===== config.mk =====
export PLATFORM = sky130hd
export DESIGN_NAME = square_matrix_arithmetic_core
export DESIGN_NICKNAME = d
export VERILOG_FILES = /design/src/hdl/sma_pkg.sv /design/src/hdl/sma_ram.sv /design/src/hdl/sma_front.sv /design/src/hdl/sma_queue.sv /design/src/hdl/sma_back.sv /design/src/hdl/square_matrix_arithmetic_core.sv
export SDC_FILE = /design/constraint.sdc
export NUM_CORES = 2
export LEC_CHECK = 0
export BUFFER_PORTS_ARGS = -buffer_cell sky130_fd_sc_hd__buf_4
export CAP_MARGIN = 5
export CORE_ASPECT_RATIO = 1.75
export CORE_MARGIN = 2
export CORE_UTILIZATION = 46
export DETAILED_ROUTE_END_ITERATION = 8
export PLACE_DENSITY = 0.62
export SLEW_MARGIN = 15
export SYNTH_ARGS = -nofsm -noshare
export SYNTH_HDL_FRONTEND = slang
export SYNTH_SLANG_ARGS = --single-unit

===== constraint.sdc =====
create_clock -name clk -period 7.55 [get_ports clk]
set_input_delay 0.3775 -clock clk [delete_from_list [all_inputs] [get_ports clk]]
set_output_delay 0.3775 -clock clk [all_outputs]
set_load 0.01 [all_outputs]

===== src/hdl/sma_pkg.sv =====
// Shared types, constants and helpers for the square matrix arithmetic core.
package sma_pkg;

	localparam int MAX_DIM = 8;
	localparam int ELEM_W  = 16;
	localparam int IN_W    = 16;
	localparam int RES_W   = 35;
	localparam int POS_W   = 3;
	localparam int DIM_W   = 4;
	localparam int IDX_W   = (MAX_DIM > 1) ? $clog2(MAX_DIM) : 1;
	localparam int DEPTH   = MAX_DIM * MAX_DIM;
	localparam int ADDR_W  = (DEPTH > 1) ? $clog2(DEPTH) : 1;
	localparam int PROD_W  = 2 * ELEM_W;
	localparam int Q_DEPTH = 4;
	localparam int Q_PTR_W = $clog2(Q_DEPTH);
	localparam int Q_CNT_W = $clog2(Q_DEPTH + 1);

	typedef enum logic [1:0] {
		CMD_LOAD_A  = 2'd0,
		CMD_LOAD_B  = 2'd1,
		CMD_COMPUTE = 2'd2
	} cmd_t;

	typedef enum logic [1:0] {
		OP_ADD = 2'd0,
		OP_SUB = 2'd1,
		OP_MUL = 2'd2,
		OP_EQ  = 2'd3
	} op_t;

	typedef enum logic [0:0] {
		REG_OPERATION = 1'b0,
		REG_DIM       = 1'b1
	} reg_idx_t;

	typedef enum logic [1:0] {
		BK_IDLE  = 2'd0,
		BK_WAIT  = 2'd1,
		BK_ISSUE = 2'd2
	} bk_state_t;

	// One queued request: either an element load or a compute.
	typedef struct packed {
		logic                     is_comp;
		logic                     is_b;
		logic [ADDR_W-1:0]        addr;
		logic signed [ELEM_W-1:0] elem;
	} q_item_t;

	typedef struct packed {
		op_t              op;
		logic [DIM_W-1:0] dim;
	} cfg_t;

	// Tag that travels with each RAM read through the back end.
	typedef struct packed {
		op_t              op;
		logic             first;
		logic             fin;
		logic             last_item;
		logic [IDX_W-1:0] i;
		logic [IDX_W-1:0] j;
	} tag_t;

	function automatic logic signed [ELEM_W-1:0] to_elem(input logic signed [IN_W-1:0] v);
		logic signed [31:0] ext;
		ext = 32'(v);
		return ext[ELEM_W-1:0];
	endfunction

	// Highest index in use: dim 0 acts as 1, above MAX_DIM acts as MAX_DIM.
	function automatic logic [IDX_W-1:0] eff_nm1(input logic [DIM_W-1:0] d);
		logic [DIM_W-1:0] dm1;
		dm1 = d - 1'b1;
		if (d == '0)
			return '0;
		else if (d > DIM_W'(MAX_DIM))
			return IDX_W'(MAX_DIM - 1);
		else
			return dm1[IDX_W-1:0];
	endfunction

endpackage


===== src/hdl/sma_ram.sv =====
// Generic single-write, single-read RAM with registered read data.
module sma_ram #(
	parameter int WIDTH = 16,
	parameter int DEPTH = 64,
	localparam int AW = (DEPTH > 1) ? $clog2(DEPTH) : 1
) (
	input  logic             clk,
	input  logic             we,
	input  logic [AW-1:0]    waddr,
	input  logic [WIDTH-1:0] wdata,
	input  logic [AW-1:0]    raddr,
	output logic [WIDTH-1:0] rdata
);

	logic [WIDTH-1:0] mem_q [DEPTH];
	logic [WIDTH-1:0] rdata_q;

	always_ff @(posedge clk) begin
		if (we)
			mem_q[waddr] <= wdata;
		rdata_q <= mem_q[raddr];
	end

	assign rdata = rdata_q;

endmodule


===== src/hdl/sma_front.sv =====
// Front end: accepts input requests, drops ignored ones, builds queue entries.
module sma_front import sma_pkg::*; (
	input  logic                   in_valid,
	output logic                   in_ready,
	input  logic [1:0]             command,
	input  logic [POS_W-1:0]       row,
	input  logic [POS_W-1:0]       col,
	input  logic signed [IN_W-1:0] value,
	input  logic                   q_full,
	output logic                   push,
	output q_item_t                item
);

	logic in_range;
	logic keep;

	assign in_ready = !q_full;
	assign in_range = ({1'b0, row} < (POS_W + 1)'(MAX_DIM)) &&
	                  ({1'b0, col} < (POS_W + 1)'(MAX_DIM));

	always_comb begin
		keep         = 1'b0;
		item.is_comp = 1'b0;
		item.is_b    = 1'b0;
		item.addr    = ADDR_W'(row * MAX_DIM + col);
		item.elem    = to_elem(value);
		unique case (cmd_t'(command))
			CMD_LOAD_A: begin
				keep = in_range;
			end
			CMD_LOAD_B: begin
				keep      = in_range;
				item.is_b = 1'b1;
			end
			CMD_COMPUTE: begin
				keep         = 1'b1;
				item.is_comp = 1'b1;
			end
			default: keep = 1'b0;
		endcase
	end

	assign push = in_valid && in_ready && keep;

endmodule


===== src/hdl/sma_queue.sv =====
// Short request queue between the front end and the back end.
module sma_queue import sma_pkg::*; (
	input  logic    clk,
	input  logic    arst_n,
	input  logic    push,
	input  q_item_t push_item,
	output logic    full,
	input  logic    pop,
	output logic    head_valid,
	output q_item_t head_item
);

	q_item_t              mem_q [Q_DEPTH];
	logic [Q_PTR_W-1:0]   wr_ptr_q;
	logic [Q_PTR_W-1:0]   rd_ptr_q;
	logic [Q_CNT_W-1:0]   cnt_q;
	logic                 do_pop;

	assign full       = (cnt_q == Q_CNT_W'(Q_DEPTH));
	assign head_valid = (cnt_q != '0);
	assign head_item  = mem_q[rd_ptr_q];
	assign do_pop     = pop && head_valid;

	always_ff @(posedge clk or negedge arst_n) begin
		if (!arst_n) begin
			wr_ptr_q <= '0;
			rd_ptr_q <= '0;
			cnt_q    <= '0;
		end else begin
			if (push)
				wr_ptr_q <= wr_ptr_q + 1'b1;
			if (do_pop)
				rd_ptr_q <= rd_ptr_q + 1'b1;
			if (push && !do_pop)
				cnt_q <= cnt_q + 1'b1;
			else if (!push && do_pop)
				cnt_q <= cnt_q - 1'b1;
		end
	end

	always_ff @(posedge clk) begin
		if (push)
			mem_q[wr_ptr_q] <= push_item;
	end

endmodule


===== src/hdl/sma_back.sv =====
// Back end: element stores, read sequencer, arithmetic pipeline, result register.
module sma_back import sma_pkg::*; (
	input  logic                    clk,
	input  logic                    arst_n,
	input  cfg_t                    cfg,
	input  logic                    q_valid,
	input  q_item_t                 q_item,
	output logic                    q_pop,
	output logic                    out_valid,
	input  logic                    out_ready,
	output logic [POS_W-1:0]        row_res,
	output logic [POS_W-1:0]        col_res,
	output logic signed [RES_W-1:0] value_res,
	output logic                    equal,
	output logic                    last
);

	bk_state_t        state_q, state_d;
	op_t              op_q, op_d;
	logic [IDX_W-1:0] nm1_q, nm1_d;
	logic [IDX_W-1:0] i_q, i_d, j_q, j_d, k_q, k_d;

	logic              we_a, we_b, issue;
	logic [ADDR_W-1:0] raddr_a, raddr_b;
	logic [ELEM_W-1:0] rdata_a, rdata_b;
	logic              elem_end, row_end, all_end;
	tag_t              tag_issue;

	logic                     valid_s1, valid_s2;
	tag_t                     tag_s1, tag_s2;
	logic signed [RES_W-1:0]  term_s2;
	logic                     eqb_s2;
	logic signed [ELEM_W-1:0] a_s1, b_s1;
	logic signed [PROD_W-1:0] prod;
	logic signed [63:0]       wide;
	logic signed [RES_W-1:0]  term_d;

	logic signed [RES_W-1:0] acc_q, acc_sum;
	logic                    eq_acc_q, eq_acc_d;

	logic                    out_valid_q;
	logic [POS_W-1:0]        row_res_q, col_res_q;
	logic signed [RES_W-1:0] value_res_q;
	logic                    equal_q, last_q;

	sma_ram #(.WIDTH(ELEM_W), .DEPTH(DEPTH)) u_ram_a (
		.clk   (clk),
		.we    (we_a),
		.waddr (q_item.addr),
		.wdata (q_item.elem),
		.raddr (raddr_a),
		.rdata (rdata_a)
	);

	sma_ram #(.WIDTH(ELEM_W), .DEPTH(DEPTH)) u_ram_b (
		.clk   (clk),
		.we    (we_b),
		.waddr (q_item.addr),
		.wdata (q_item.elem),
		.raddr (raddr_b),
		.rdata (rdata_b)
	);

	// sequencer
	assign row_end  = (j_q == nm1_q);
	assign all_end  = row_end && (i_q == nm1_q);
	assign elem_end = (op_q != OP_MUL) || (k_q == nm1_q);

	always_comb begin
		if (op_q == OP_MUL) begin
			raddr_a = ADDR_W'(i_q * MAX_DIM + k_q);
			raddr_b = ADDR_W'(k_q * MAX_DIM + j_q);
		end else begin
			raddr_a = ADDR_W'(i_q * MAX_DIM + j_q);
			raddr_b = ADDR_W'(i_q * MAX_DIM + j_q);
		end
		tag_issue.op        = op_q;
		tag_issue.i         = i_q;
		tag_issue.j         = j_q;
		tag_issue.last_item = all_end;
		tag_issue.fin       = elem_end && ((op_q != OP_EQ) || all_end);
		case (op_q)
			OP_MUL:  tag_issue.first = (k_q == '0);
			OP_EQ:   tag_issue.first = (i_q == '0) && (j_q == '0);
			default: tag_issue.first = 1'b1;
		endcase
	end

	always_comb begin
		state_d = state_q;
		op_d    = op_q;
		nm1_d   = nm1_q;
		i_d     = i_q;
		j_d     = j_q;
		k_d     = k_q;
		q_pop   = 1'b0;
		we_a    = 1'b0;
		we_b    = 1'b0;
		issue   = 1'b0;
		unique case (state_q)
			BK_IDLE: begin
				if (q_valid) begin
					q_pop = 1'b1;
					if (q_item.is_comp) begin
						op_d    = cfg.op;
						nm1_d   = eff_nm1(cfg.dim);
						i_d     = '0;
						j_d     = '0;
						k_d     = '0;
						state_d = BK_WAIT;
					end else begin
						we_a = !q_item.is_b;
						we_b = q_item.is_b;
					end
				end
			end
			BK_WAIT: begin
				// start an element only with an empty pipe and a free result slot
				if (!valid_s1 && !valid_s2 && (!out_valid_q || out_ready))
					state_d = BK_ISSUE;
			end
			BK_ISSUE: begin
				issue = 1'b1;
				if (op_q == OP_MUL)
					k_d = elem_end ? '0 : k_q + 1'b1;
				if (elem_end) begin
					if (row_end) begin
						j_d = '0;
						i_d = i_q + 1'b1;
					end else begin
						j_d = j_q + 1'b1;
					end
					if (all_end)
						state_d = BK_IDLE;
					else if (op_q != OP_EQ)
						state_d = BK_WAIT;
				end
			end
			default: state_d = BK_IDLE;
		endcase
	end

	always_ff @(posedge clk or negedge arst_n) begin
		if (!arst_n) begin
			state_q <= BK_IDLE;
			op_q    <= OP_ADD;
			nm1_q   <= '0;
			i_q     <= '0;
			j_q     <= '0;
			k_q     <= '0;
		end else begin
			state_q <= state_d;
			op_q    <= op_d;
			nm1_q   <= nm1_d;
			i_q     <= i_d;
			j_q     <= j_d;
			k_q     <= k_d;
		end
	end

	// stage 2: element op on RAM data
	assign a_s1 = rdata_a;
	assign b_s1 = rdata_b;
	assign prod = a_s1 * b_s1;

	always_comb begin
		case (tag_s1.op)
			OP_ADD:  wide = 64'(a_s1) + 64'(b_s1);
			OP_SUB:  wide = 64'(a_s1) - 64'(b_s1);
			OP_MUL:  wide = 64'(prod);
			default: wide = '0;
		endcase
		term_d = wide[RES_W-1:0];
	end

	// stage 3: accumulate and load the result register
	assign acc_sum  = (tag_s2.first ? '0 : acc_q) + term_s2;
	assign eq_acc_d = (tag_s2.first ? 1'b1 : eq_acc_q) & eqb_s2;

	always_ff @(posedge clk or negedge arst_n) begin
		if (!arst_n) begin
			valid_s1    <= 1'b0;
			valid_s2    <= 1'b0;
			out_valid_q <= 1'b0;
		end else begin
			valid_s1 <= issue;
			valid_s2 <= valid_s1;
			if (valid_s2 && tag_s2.fin)
				out_valid_q <= 1'b1;
			else if (out_ready)
				out_valid_q <= 1'b0;
		end
	end

	always_ff @(posedge clk) begin
		if (issue)
			tag_s1 <= tag_issue;
		if (valid_s1) begin
			tag_s2  <= tag_s1;
			term_s2 <= term_d;
			eqb_s2  <= (a_s1 == b_s1);
		end
		if (valid_s2) begin
			acc_q    <= acc_sum;
			eq_acc_q <= eq_acc_d;
		end
		if (valid_s2 && tag_s2.fin) begin
			last_q <= tag_s2.last_item;
			if (tag_s2.op == OP_EQ) begin
				row_res_q   <= '0;
				col_res_q   <= '0;
				value_res_q <= '0;
				equal_q     <= eq_acc_d;
			end else begin
				row_res_q   <= POS_W'(tag_s2.i);
				col_res_q   <= POS_W'(tag_s2.j);
				value_res_q <= acc_sum;
				equal_q     <= 1'b0;
			end
		end
	end

	assign out_valid = out_valid_q;
	assign row_res   = row_res_q;
	assign col_res   = col_res_q;
	assign value_res = value_res_q;
	assign equal     = equal_q;
	assign last      = last_q;

endmodule


===== src/hdl/square_matrix_arithmetic_core.sv =====
// Top level of the square matrix arithmetic core: config registers and wiring.
//
//  channel   dir  handshake             payload
//  -------   ---  ---------             -------
//  in        in   in_valid / in_ready   command, row, col, value
//  out       out  out_valid / out_ready row_res, col_res, value_res, equal, last
//  config    in   APB psel/penable      paddr, pwdata -> prdata (operation, dim)
//
// Loads are stored only while no compute runs; a request is taken every cycle
// while the 4-entry queue has room.
// Add and subtract: one result per element; multiply: n products summed
// per element (one A and one B read per cycle, single read port per store);
// equality: a walk over every element, then one result.
// Reset clears control only; the element stores hold garbage until loaded.
// A stalled output holds the next element back; the queue keeps taking requests until it is full.
module square_matrix_arithmetic_core import sma_pkg::*; (
	input  logic                    clk,
	input  logic                    arst_n,
	// request channel
	input  logic                    in_valid,
	output logic                    in_ready,
	input  logic [1:0]              command,
	input  logic [POS_W-1:0]        row,
	input  logic [POS_W-1:0]        col,
	input  logic signed [IN_W-1:0]  value,
	// result channel
	output logic                    out_valid,
	input  logic                    out_ready,
	output logic [POS_W-1:0]        row_res,
	output logic [POS_W-1:0]        col_res,
	output logic signed [RES_W-1:0] value_res,
	output logic                    equal,
	output logic                    last,
	// config port
	input  logic                    psel,
	input  logic                    penable,
	input  logic                    pwrite,
	input  logic [2:0]              paddr,
	input  logic [31:0]             pwdata,
	output logic [31:0]             prdata,
	output logic                    pready
);

	op_t              op_q;
	logic [DIM_W-1:0] dim_q;
	cfg_t             cfg;
	logic             cfg_we;
	reg_idx_t         reg_idx;

	logic    push, q_full, q_valid, q_pop;
	q_item_t push_item, head_item;

	// config registers; one word each at 4-byte stride
	assign pready  = 1'b1;
	assign cfg_we  = psel && penable && pwrite;
	assign reg_idx = reg_idx_t'(paddr[2]);

	always_ff @(posedge clk or negedge arst_n) begin
		if (!arst_n) begin
			op_q  <= OP_ADD;
			dim_q <= DIM_W'(MAX_DIM);
		end else if (cfg_we) begin
			unique case (reg_idx)
				REG_OPERATION: op_q  <= op_t'(pwdata[1:0]);
				REG_DIM:       dim_q <= pwdata[DIM_W-1:0];
				default:       ;
			endcase
		end
	end

	always_comb begin
		unique case (reg_idx)
			REG_OPERATION: prdata = 32'(op_q);
			REG_DIM:       prdata = 32'(dim_q);
			default:       prdata = '0;
		endcase
	end

	assign cfg.op  = op_q;
	assign cfg.dim = dim_q;

	// classify requests
	sma_front u_front (
		.in_valid (in_valid),
		.in_ready (in_ready),
		.command  (command),
		.row      (row),
		.col      (col),
		.value    (value),
		.q_full   (q_full),
		.push     (push),
		.item     (push_item)
	);

	// decouple front from the compute engine
	sma_queue u_queue (
		.clk        (clk),
		.arst_n     (arst_n),
		.push       (push),
		.push_item  (push_item),
		.full       (q_full),
		.pop        (q_pop),
		.head_valid (q_valid),
		.head_item  (head_item)
	);

	// stores, sequencer, arithmetic and result register
	sma_back u_back (
		.clk       (clk),
		.arst_n    (arst_n),
		.cfg       (cfg),
		.q_valid   (q_valid),
		.q_item    (head_item),
		.q_pop     (q_pop),
		.out_valid (out_valid),
		.out_ready (out_ready),
		.row_res   (row_res),
		.col_res   (col_res),
		.value_res (value_res),
		.equal     (equal),
		.last      (last)
	);

endmodule


==> impl_summary.log <==
[metrics] run status: complete, no violations
[metrics] total half-perimeter wirelength after legalization and detailed placement: between 150 and 200 mm
[metrics] Final GP Congestion: approximately 0.86
[metrics] CP top delay family: adder cells
[metrics] Worst Max-Slew Pin Slew: ~1200 ps
[metrics] number of synthesized flops with an enable pin: roughly 2.3k
[metrics] worst min-delay path category: in2reg
[metrics] cell type with the highest aggregate area in the netlist: sky130_fd_sc_hd__edfxtp_1
[metrics] slowest CP cell: sky130_fd_sc_hd__dfxtp_1
[metrics] syn_area_per_cell: just under 20 µm²
[metrics] # fillers: roughly 17k
[metrics] Clock Path Buffers: 4
[metrics] Synth area leaders: sky130_fd_sc_hd__edfxtp_1, sky130_fd_sc_hd__mux4_2, sky130_fd_sc_hd__fa_1, sky130_fd_sc_hd__ha_1, sky130_fd_sc_hd__inv_1
[metrics] number of iterations in the first detailed-routing pass: 7
[metrics] global-route wire length before repair: around 360 mm
[metrics] share of the cycle needed by the critical path after routing: a little over 90%
[metrics] setup bufs post-CTS: 0
[metrics] critical path cell sequence: ha_1, fa_1, inv_1, fa_1, fa_1, inv_1, fa_1, fa_1, inv_1, fa_1, inv_1, ha_1, and3_1, a221oi_1, o21ai_1, a31oi_2, o311ai_1, o311ai_0, o211ai_1
[metrics] global-route usage over all layers: between 20% and 30%
[metrics] top cells by instance count after synthesis: sky130_fd_sc_hd__edfxtp_1, sky130_fd_sc_hd__mux4_2, sky130_fd_sc_hd__inv_1, sky130_fd_sc_hd__fa_1, sky130_fd_sc_hd__nor2_1
[metrics] clock tree from TritonCTS: yes
[metrics] layout cell share with drive strength beyond 1: between 20% and 30%
[metrics] proportion of synthesized chip area in sequential cells: 68.5%
[metrics] post-synthesis adder-cell area fraction: 7.20%
[metrics] critical path peak fanout: 17
[metrics] number of buffer cells added on primary ports: 84
[metrics] share of cell area taken by muxes after synthesis: 15.2%
[metrics] combinational family with the most area after synthesis: multiplexers
[metrics] ys async rst share: 1.37%
[metrics] startpoint kind of the worst setup timing path: flip-flop
[metrics] Reg2Reg Launch Point: u_back.u_ram_b.rdata[6]
[metrics] startpoint of the tightest hold check path: out_ready
[metrics] Post-DRT Antenna Nets: 0
[metrics] Worst-Skew Late Latency: 890 ps
[metrics] synthesized instance count: 5303
[metrics] width of the chip: 360 µm
[metrics] 1st-iter DRT viols: 4330
[metrics] CP max stage delay: 820 ps
[metrics] clock sink count: roughly 2.3k
[metrics] core area: about 220000 µm²
[metrics] count of cell types in the netlist: 74
[metrics] total die area: 226000 µm²
[metrics] accumulated negative setup slack: 0 ps
[metrics] number of nets in the layout: roughly 6.1k
[metrics] final setup violation count: 0
[metrics] CP Data Required Time: ~8100 ps
[metrics] unrepaired setup endpoints after global routing: false
[metrics] Vias per Instance: 5.75
[metrics] number of warning messages in the yosys log: 0
[metrics] Worst Setup End Kind: flip-flop
[metrics] routed wire length: 248 mm
[metrics] antenna violations before repair: 15
[metrics] most common cell type on the critical path: sky130_fd_sc_hd__fa_1
[metrics] drt drc: 0
[metrics] max-slew violations: 0
[metrics] leading cell type by number of instances after synthesis: sky130_fd_sc_hd__edfxtp_1
[metrics] xor and xnor area share after synthesis: 0.730%
[metrics] most frequently used flop master after synthesis: sky130_fd_sc_hd__edfxtp_1
[metrics] starting density of the core: 46.2%
[metrics] final hold vios: 0
[metrics] share of synthesized cell area in and, or, nand and nor gates: approximately 3.7%
[metrics] Compound-Gate Fraction of Synth Area: 2.15%
[metrics] Netlist Area Pre-Place: approximately 100000 µm²
[metrics] worst setup path start: u_back.u_ram_b.rdata[6]
[metrics] via count: 50.0k
[metrics] post-synthesis to final-layout area growth: 12.3%
[metrics] number of synthesized register bits: between 2k and 2.5k
[metrics] Chip Height: about 630 µm
[metrics] row cnt: 228
[metrics] number of H-tree levels: 4
[metrics] area share of the largest cell type after synthesis: about two thirds
[metrics] Worst-path clk slew: 70 ps
[metrics] final design utilization: 51.9%
[metrics] GR Overflow Total: 0
[metrics] root buffer cell: sky130_fd_sc_hd__clkbuf_16
[metrics] maximum number of pins on one net before global-route repair: 97
[metrics] Routed wire per std cell: 28.5 µm
[metrics] Crit path buffers/inverters: 4
[metrics] Achievable Freq: 142 MHz
[metrics] via count of the first global-routing pass: between 50k and 60k
[metrics] classification of the worst setup path: reg2reg
[metrics] Max Cap Violations: 0
[metrics] worst clock skew: 68.4 ps
[metrics] Boundary Pins: between 100 and 150
[metrics] Max transition margin: 18.5%
[metrics] CP Data Arrival Time: 7630 ps
[metrics] TritonCTS buffer count: slightly above 200
[metrics] Tmin final: 7060 ps
==> cells by family after synthesis <==
family	count (synthesis)
xor gates and xnor gates	85
adders and majority gates	427
DFF	2342
and+or+nand+nor	798
other	2
buffers and inverters	611
muxes	700
AOI/OAI and AO/OA	338
==> cell type report <==
cell class	count	area, µm²	share of cell area, %
multi-input combinational	2377	29900	26.1
sequential	2342	69900	61.0
inverter	355	1330	1.16
tap	2875	3600	3.14
clock inverter	114	1340	1.17
antenna	18	45.0	0.0394
clock buffer	257	5550	4.85
timing repair buffer	355	2860	2.50
==> repair_timing <==
item,4_1_cts,5_1_grt
hold buffers,39,0
resized for setup,0,2
setup endpoints to repair,0,2
endpoints found under the hold margin,134,0
==> sequential cells by signal, indices dropped and copies added, names as in the netlist, 4 cells and up <==
name                  cells
dim_q                     4
u_back.u_ram_a.mem_q   1024
u_back.term_s2           32
u_back.tag_s2            11
u_back.u_ram_b.mem_q   1024
u_back.acc_q             35
u_back.u_ram_a.rdata     16
u_back.value_res         35
u_queue.mem_q            96
u_back.tag_s1            11
u_back.u_ram_b.rdata     16
==> cells in the final DEF, fill, tap and decap left out, types with 9 or more instances in the layout <==
cell                               n
sky130_fd_sc_hd__o21ai_0          77
sky130_fd_sc_hd__clkinv_2         32
sky130_fd_sc_hd__nand3_1          22
sky130_fd_sc_hd__mux2_2           13
sky130_fd_sc_hd__dlygate4sd3_1    38
sky130_fd_sc_hd__mux4_4           16
sky130_fd_sc_hd__clkbuf_16       211
sky130_fd_sc_hd__bufinv_16        29
sky130_fd_sc_hd__nor2_1          232
sky130_fd_sc_hd__inv_1           354
sky130_fd_sc_hd__and2_1          161
sky130_fd_sc_hd__and3_1           15
sky130_fd_sc_hd__xor2_1           29
sky130_fd_sc_hd__edfxtp_1       2278
sky130_fd_sc_hd__o211ai_1         11
sky130_fd_sc_hd__o21a_1           17
sky130_fd_sc_hd__xnor2_1          56
sky130_fd_sc_hd__dfxtp_1          32
sky130_fd_sc_hd__a21oi_1          67
sky130_fd_sc_hd__nor3_1           31
sky130_fd_sc_hd__a21o_1           25
sky130_fd_sc_hd__nor2b_1          47
sky130_fd_sc_hd__mux4_2          664
sky130_fd_sc_hd__clkbuf_8         10
sky130_fd_sc_hd__nand2b_1         23
sky130_fd_sc_hd__buf_4           309
sky130_fd_sc_hd__clkbuf_1         36
sky130_fd_sc_hd__clkinv_1         38
sky130_fd_sc_hd__o21bai_1          9
sky130_fd_sc_hd__fa_1            266
sky130_fd_sc_hd__ha_1            161
sky130_fd_sc_hd__dfrtp_1          24
sky130_fd_sc_hd__a211oi_1         28
sky130_fd_sc_hd__nand2_1         225
sky130_fd_sc_hd__conb_1           29
sky130_fd_sc_hd__a31oi_1          25
sky130_fd_sc_hd__diode_2          18
sky130_fd_sc_hd__or3_1             9
==> per-layer routing <==
| metal | global-route usage (%) | share of wire [%] | up-vias |
|---|---|---|---|
| li1 | - | - | 21300 |
| met1 | 24.7 | 35 | 26800 |
| met2 | 42.1 | 56 | 1396 |
| met3 | 2.43 | 4.4 | 407 |
| met4 | 9.99 | 4.8 | 2 |
| met5 | 0 | 0.0052 | - |
==> worst paths after layout <==
kind	cells after the start	slack [ps]	end
worst max-delay path	19	490	u_back.term_s2[33]
worst min-delay path	3	60	u_back.out_valid
worst max register to register	19	490	u_back.term_s2[33]
worst min register to register	0	420	u_back.last
max in group asynchronous	4	6670	u_back.j_q[1]
min in group asynchronous	3	420	u_back.valid_s1
==> through the flow <==
| step | worst slack, ps | std cells | instance area [µm²] | hold slack (ps) |
|---|---|---|---|---|
| after floorplan | 1230 | 5330 | 102000 | 81.9 |
| after CTS | 278 | 8675 | 114000 | 10.4 |
| final | 492 | 8693 | 114000 | 55.1 |
| after detailed placement | 281 | 8265 | 107000 | 377 |
| after global routing | 127 | 8691 | 114000 | 44.7 |
| after global placement | 382 | 8265 | 107000 | 372 |
==> worst min-delay path: cells and delay by family <==
kind / cells / cell delay [ps]
AND/OR/NAND/NOR: 2 / 410
buffers and inverters: 1 / 80
Power is not shown: default switching activity piles up to over one toggle a cycle in this logic, so the estimate is an artifact.
